===== config.mk =====
export PLATFORM = sky130hd
export DESIGN_NAME = slpq_cell
export DESIGN_NICKNAME = d
export VERILOG_FILES = /design/src/slpq_pkg.sv /design/src/slpq_cell.sv
export SDC_FILE = /design/constraint.sdc
export NUM_CORES = 1
export LEC_CHECK = 0
export ABC_AREA = 1
export BUFFER_PORTS_ARGS = -buffer_cell sky130_fd_sc_hd__buf_2
export CAP_MARGIN = 20
export CORE_MARGIN = 5
export CORE_UTILIZATION = 46
export CTS_BUF_LIST = sky130_fd_sc_hd__clkbuf_4
export CTS_CLUSTER_DIAMETER = 40
export DETAILED_ROUTE_END_ITERATION = 8
export PLACE_DENSITY = 0.87
export SLEW_MARGIN = 10
export SYNTH_ARGS = -nofsm -noshare
export SYNTH_HDL_FRONTEND = slang
export SYNTH_SLANG_ARGS = --single-unit

===== constraint.sdc =====
create_clock -name clock -period 3.8 [get_ports clock]
set_clock_uncertainty 0.05 [all_clocks]
set_input_delay 0.57 -clock clock [delete_from_list [all_inputs] [get_ports clock]]
set_output_delay 0.57 -clock clock [all_outputs]
set_load 0.005 [all_outputs]

===== src/slpq_pkg.sv =====
package slpq_pkg;

   localparam logic [1:0] CMD_INSERT = 2'd0;
   localparam logic [1:0] CMD_POP    = 2'd1;
   localparam logic [1:0] CMD_REMOVE = 2'd2;
   localparam logic [1:0] CMD_CLEAR  = 2'd3;

   localparam logic [1:0] STATUS_OK        = 2'd0;
   localparam logic [1:0] STATUS_EMPTY     = 2'd1;
   localparam logic [1:0] STATUS_FULL      = 2'd2;
   localparam logic [1:0] STATUS_NOT_FOUND = 2'd3;

   localparam int KEY_W = 17;

   typedef struct packed {
      logic             ins;
      logic             pop;
      logic             rem;
      logic             clr;
      logic [KEY_W-1:0] key;
   } ctrl_type;

endpackage


===== src/slpq_cell.sv =====
module slpq_cell #(
   parameter int HW = 8,
   parameter int CW = 8
) (
   input  logic                      clock,
   input  logic                      reset,
   input  slpq_pkg::ctrl_type        ctrl,
   input  logic [HW-1:0]             new_handle,
   input  logic [CW-1:0]             target,
   input  logic                      left_valid,
   input  logic [slpq_pkg::KEY_W-1:0] left_key,
   input  logic [HW-1:0]             left_handle,
   input  logic                      left_ge,
   input  logic                      left_hit,
   input  logic                      right_valid,
   input  logic [slpq_pkg::KEY_W-1:0] right_key,
   input  logic [HW-1:0]             right_handle,
   output logic                      valid,
   output logic [slpq_pkg::KEY_W-1:0] key,
   output logic [HW-1:0]             handle,
   output logic                      ge,
   output logic                      hit
);
   import slpq_pkg::*;

   logic             valid_ff, valid_in;
   logic [KEY_W-1:0] key_ff, key_in;
   logic [HW-1:0]    handle_ff, handle_in;

   // the new node lands in the first cell whose key is not below it
   assign ge  = !valid_ff || (ctrl.key <= key_ff);
   assign hit = left_hit || (valid_ff && (CW'(handle_ff) == target));

   always_comb begin
      valid_in  = valid_ff;
      key_in    = key_ff;
      handle_in = handle_ff;
      if (ctrl.clr) begin
         valid_in = 1'b0;
      end else if (ctrl.ins) begin
         if (ge && !left_ge) begin
            valid_in  = 1'b1;
            key_in    = ctrl.key;
            handle_in = new_handle;
         end else if (left_ge) begin
            valid_in  = left_valid;
            key_in    = left_key;
            handle_in = left_handle;
         end
      end else if (ctrl.pop || (ctrl.rem && hit)) begin
         valid_in  = right_valid;
         key_in    = right_key;
         handle_in = right_handle;
      end
   end

   always_ff @(posedge clock) begin
      if (reset) begin
         valid_ff <= 1'b0;
      end else begin
         valid_ff <= valid_in;
      end
      key_ff    <= key_in;
      handle_ff <= handle_in;
   end

   assign valid  = valid_ff;
   assign key    = key_ff;
   assign handle = handle_ff;

endmodule


==> flow_metrics.env <==
export IMPL_status="finished, final reports clean"
export IMPL_gr_total_overflow=0
export IMPL_yosys_area_top_type="edfxtp_1"
export IMPL_r2r_start="key[16]$_DFFE_PP_"
export IMPL_clock_path_buffers=2
export IMPL_gp_congestion=0.758
export IMPL_synth_async_sr_flop_share_pct=0
export IMPL_core_um2=4630
export IMPL_htreeDepth=1
export IMPL_period_share_pct=64.8
export IMPL_dieWidth_um=78.5
export IMPL_drv_cap=0
export IMPL_cts_resized_gates=0
export IMPL_cts_root_buf="clkbuf_4"
export IMPL_antenna_found_initial=0
export IMPL_r2r_cells=13
export IMPL_grt_max_degree=50
export IMPL_cts_sinks=26
export IMPL_setup_viol=0
export IMPL_worstMarginPinSlew_ps=546
export IMPL_drc=0
export IMPL_insertion_delay_ps=330
export IMPL_synth_cell_area_um2=2160
export IMPL_cts_buffers=3
export IMPL_hold_depth=4
export IMPL_syn_nets=427
export IMPL_yosysUniqueCellTypes=24
export IMPL_end_kind="output port"
export IMPL_synth_top_cell_area_share_pct=34.8
export IMPL_cts_tree="yes"
export IMPL_synth_enable_flop_cells=25
export IMPL_postCtsHoldBufs=0
export IMPL_hold_class="in -> reg"
export IMPL_ys_top_cells_by_area="edfxtp_1, nand2_1, inv_1"
export IMPL_max_freq_mhz=406
export IMPL_drt_iter0_drc=108
export IMPL_fp_row_count=25
export IMPL_synthCells=317
export IMPL_grt_setup_unrepaired="no"
export IMPL_vias=2310
export IMPL_hold_start="reset"
export IMPL_critical_path_max_stage_delay_ps=390
export IMPL_post_cts_setup_buffers=0
export IMPL_p_leak_nw=1.62
export IMPL_p_per_area_nw_per_um2=256
export IMPL_boundaryPins=121
export IMPL_ys_flop_type="edfxtp_1"
export IMPL_ys_seq_area_share_pct=35.7
export IMPL_grt_usage_pct=19.6
export IMPL_ff2ff_setup_slack_ps=1470
export IMPL_n_antenna_cell=0
export IMPL_cp_max_fo=4
export IMPL_dieArea_um2=6160
export IMPL_relSlewSlack_pct=63.6
export IMPL_clk_pin_slew_ps=150
export IMPL_critPathKind="reg -> out"
export IMPL_finalMaxSlewViolations=0
export IMPL_hpwlAfterDp_um=4880
export IMPL_worst_ep_required_time_ps=3180
export IMPL_die_height_um=78.5
export IMPL_port_buffers=120
export IMPL_ys_warn_count=0
export IMPL_grt_pass1_vias=2259
export IMPL_vdd_drop_max_v=0.000122
export IMPL_avgSynthCellArea_um2=6.80
export IMPL_rr_endpoint="handle[1]$_DFFE_PP_"
export IMPL_nFillCells=458
export IMPL_start_kind="register"
export IMPL_grt_first_pass_wirelength_um=9680
export IMPL_post_drt_wl_per_cell_um=12.4
export IMPL_path_common_cell="nand2_1"
export IMPL_hold_viol_final=0
export IMPL_layout_drive_gt1_share_pct=30.7
export IMPL_routed_wirelength_um=6040
export IMPL_start_util_pct=46.6
export IMPL_fin_util_pct=60.5
export IMPL_critical_path_arrival_ps=1840
export IMPL_num_nets_final=544
export IMPL_area_delta_synth_final_pct=29.8
export IMPL_yosysMostFrequentCell="nand2_1"
export IMPL_cp_slowest_cell="edfxtp_1"
export IMPL_finalSetupTns_ps=0
export IMPL_period_minus_slack_ps=2460
export IMPL_ys_top_cells_by_count="nand2_1, inv_1, nor2_1, edfxtp_1, ha_1"
export IMPL_hold_end="valid$_SDFFE_PP0P_"
export IMPL_antenna_left=0
export IMPL_power_uw=716
export IMPL_synth_seq_cells=26
export IMPL_dr_pass1_iters=4
export IMPL_drt_vias_per_instance=4.74
export IMPL_cp_cell_sequence="inv_1 > ha_1 > nand2_1 > nor2_2 > nand2_1 > clkinv_1 > nand4_1 > nand3_2 > nand2_4 > buf_2"
## cell type report
class / count / area (um2) / area share (%)
flip-flops and latches: 26 / 771 / 27.5
clock buffers: 3 / 22.5 / 0.805
repair buffers: 122 / 616 / 22.0
inverters: 61 / 229 / 8.18
clock inverters: 1 / 3.75 / 0.134
multi-input cells: 220 / 1090 / 38.9
well taps: 54 / 67.6 / 2.41
## per-stage QoR
step,std cells,hold slack (ps),area (um2),worst slack [ps]
6_report,487,408,2800,1340
2_1_floorplan,317,501,2160,808
4_1_cts,487,404,2800,1320
3_3_place_gp,483,558,2770,1230
3_5_place_dp,483,560,2770,1200
5_1_grt,487,409,2800,1170
## how the worst max path moves through the flow
| stage | to | from | slack (ps) |
|---|---|---|---|
| after floorplan | handle[0]$_DFFE_PP_ | ctrl[8] | 810 |
| after global placement | key[1]$_DFFE_PP_ | ctrl[8] | 1230 |
| after detailed placement | handle[1]$_DFFE_PP_ | ctrl[16] | 1200 |
| after CTS | ge | key[16]$_DFFE_PP_ | 1320 |
| after global routing | ge | key[16]$_DFFE_PP_ | 1170 |
| final | ge | key[16]$_DFFE_PP_ | 1340 |
## sequential cells by signal (all words and copies together), names as in the netlist
register,flops
key,17
handle,8
valid,1
## placed cells by master, fill, tap and decap left out
cell type	Yosys	layout
ha_1	17	17
nand3_2	1	1
or2_2	3	3
buf_2	2	120
nor2_1	40	39
dfxtp_1	1	1
inv_1	59	59
nor2_2	1	2
edfxtp_1	25	25
xnor2_1	3	3
a21oi_1	9	9
o211ai_1	1	1
nand4_1	4	4
clkinv_1	2	3
o21ai_1	15	15
nand3_1	3	3
o21ai_0	12	12
clkbuf_4	0	3
nand2_1	108	108
nand2_4	2	2
a21o_1	1	1
buf_4	2	2
## cells by family (layout without fill, tap and decap cells)
| kind of cell | after synthesis | count (layout) | share of synthesized area (%) |
|---|---|---|---|
| compound gates | 38 | 38 | 9.05 |
| fa+ha+maj | 17 | 17 | 9.86 |
| simple gates | 162 | 162 | 30.3 |
| flops | 26 | 26 | 35.7 |
| buf+inv | 71 | 187 | 13.9 |
| xor+xnor | 3 | 3 | 1.22 |
## where the power goes
group          switching (mW)  internal (mW)
logic                   0.127          0.103
clock network          0.0917         0.0386
registers              0.0116          0.344
## worst max-delay path: cells and delay by family, from the launching register on
family,cells,cell delay (ps)
buffers and inverters,3,250
adders and majority gates,1,290
and+or+nand+nor,6,580
DFF,1,390
## routing by layer
layer	GRT usage [%]	up-vias	routed length, um
met5	0	-	0
met4	4.20	0	63
met3	4.24	8	517
met2	37.9	90	3100
met1	21.6	1003	2360
li1	-	1209	-
Power figures use the tool's default switching activity.
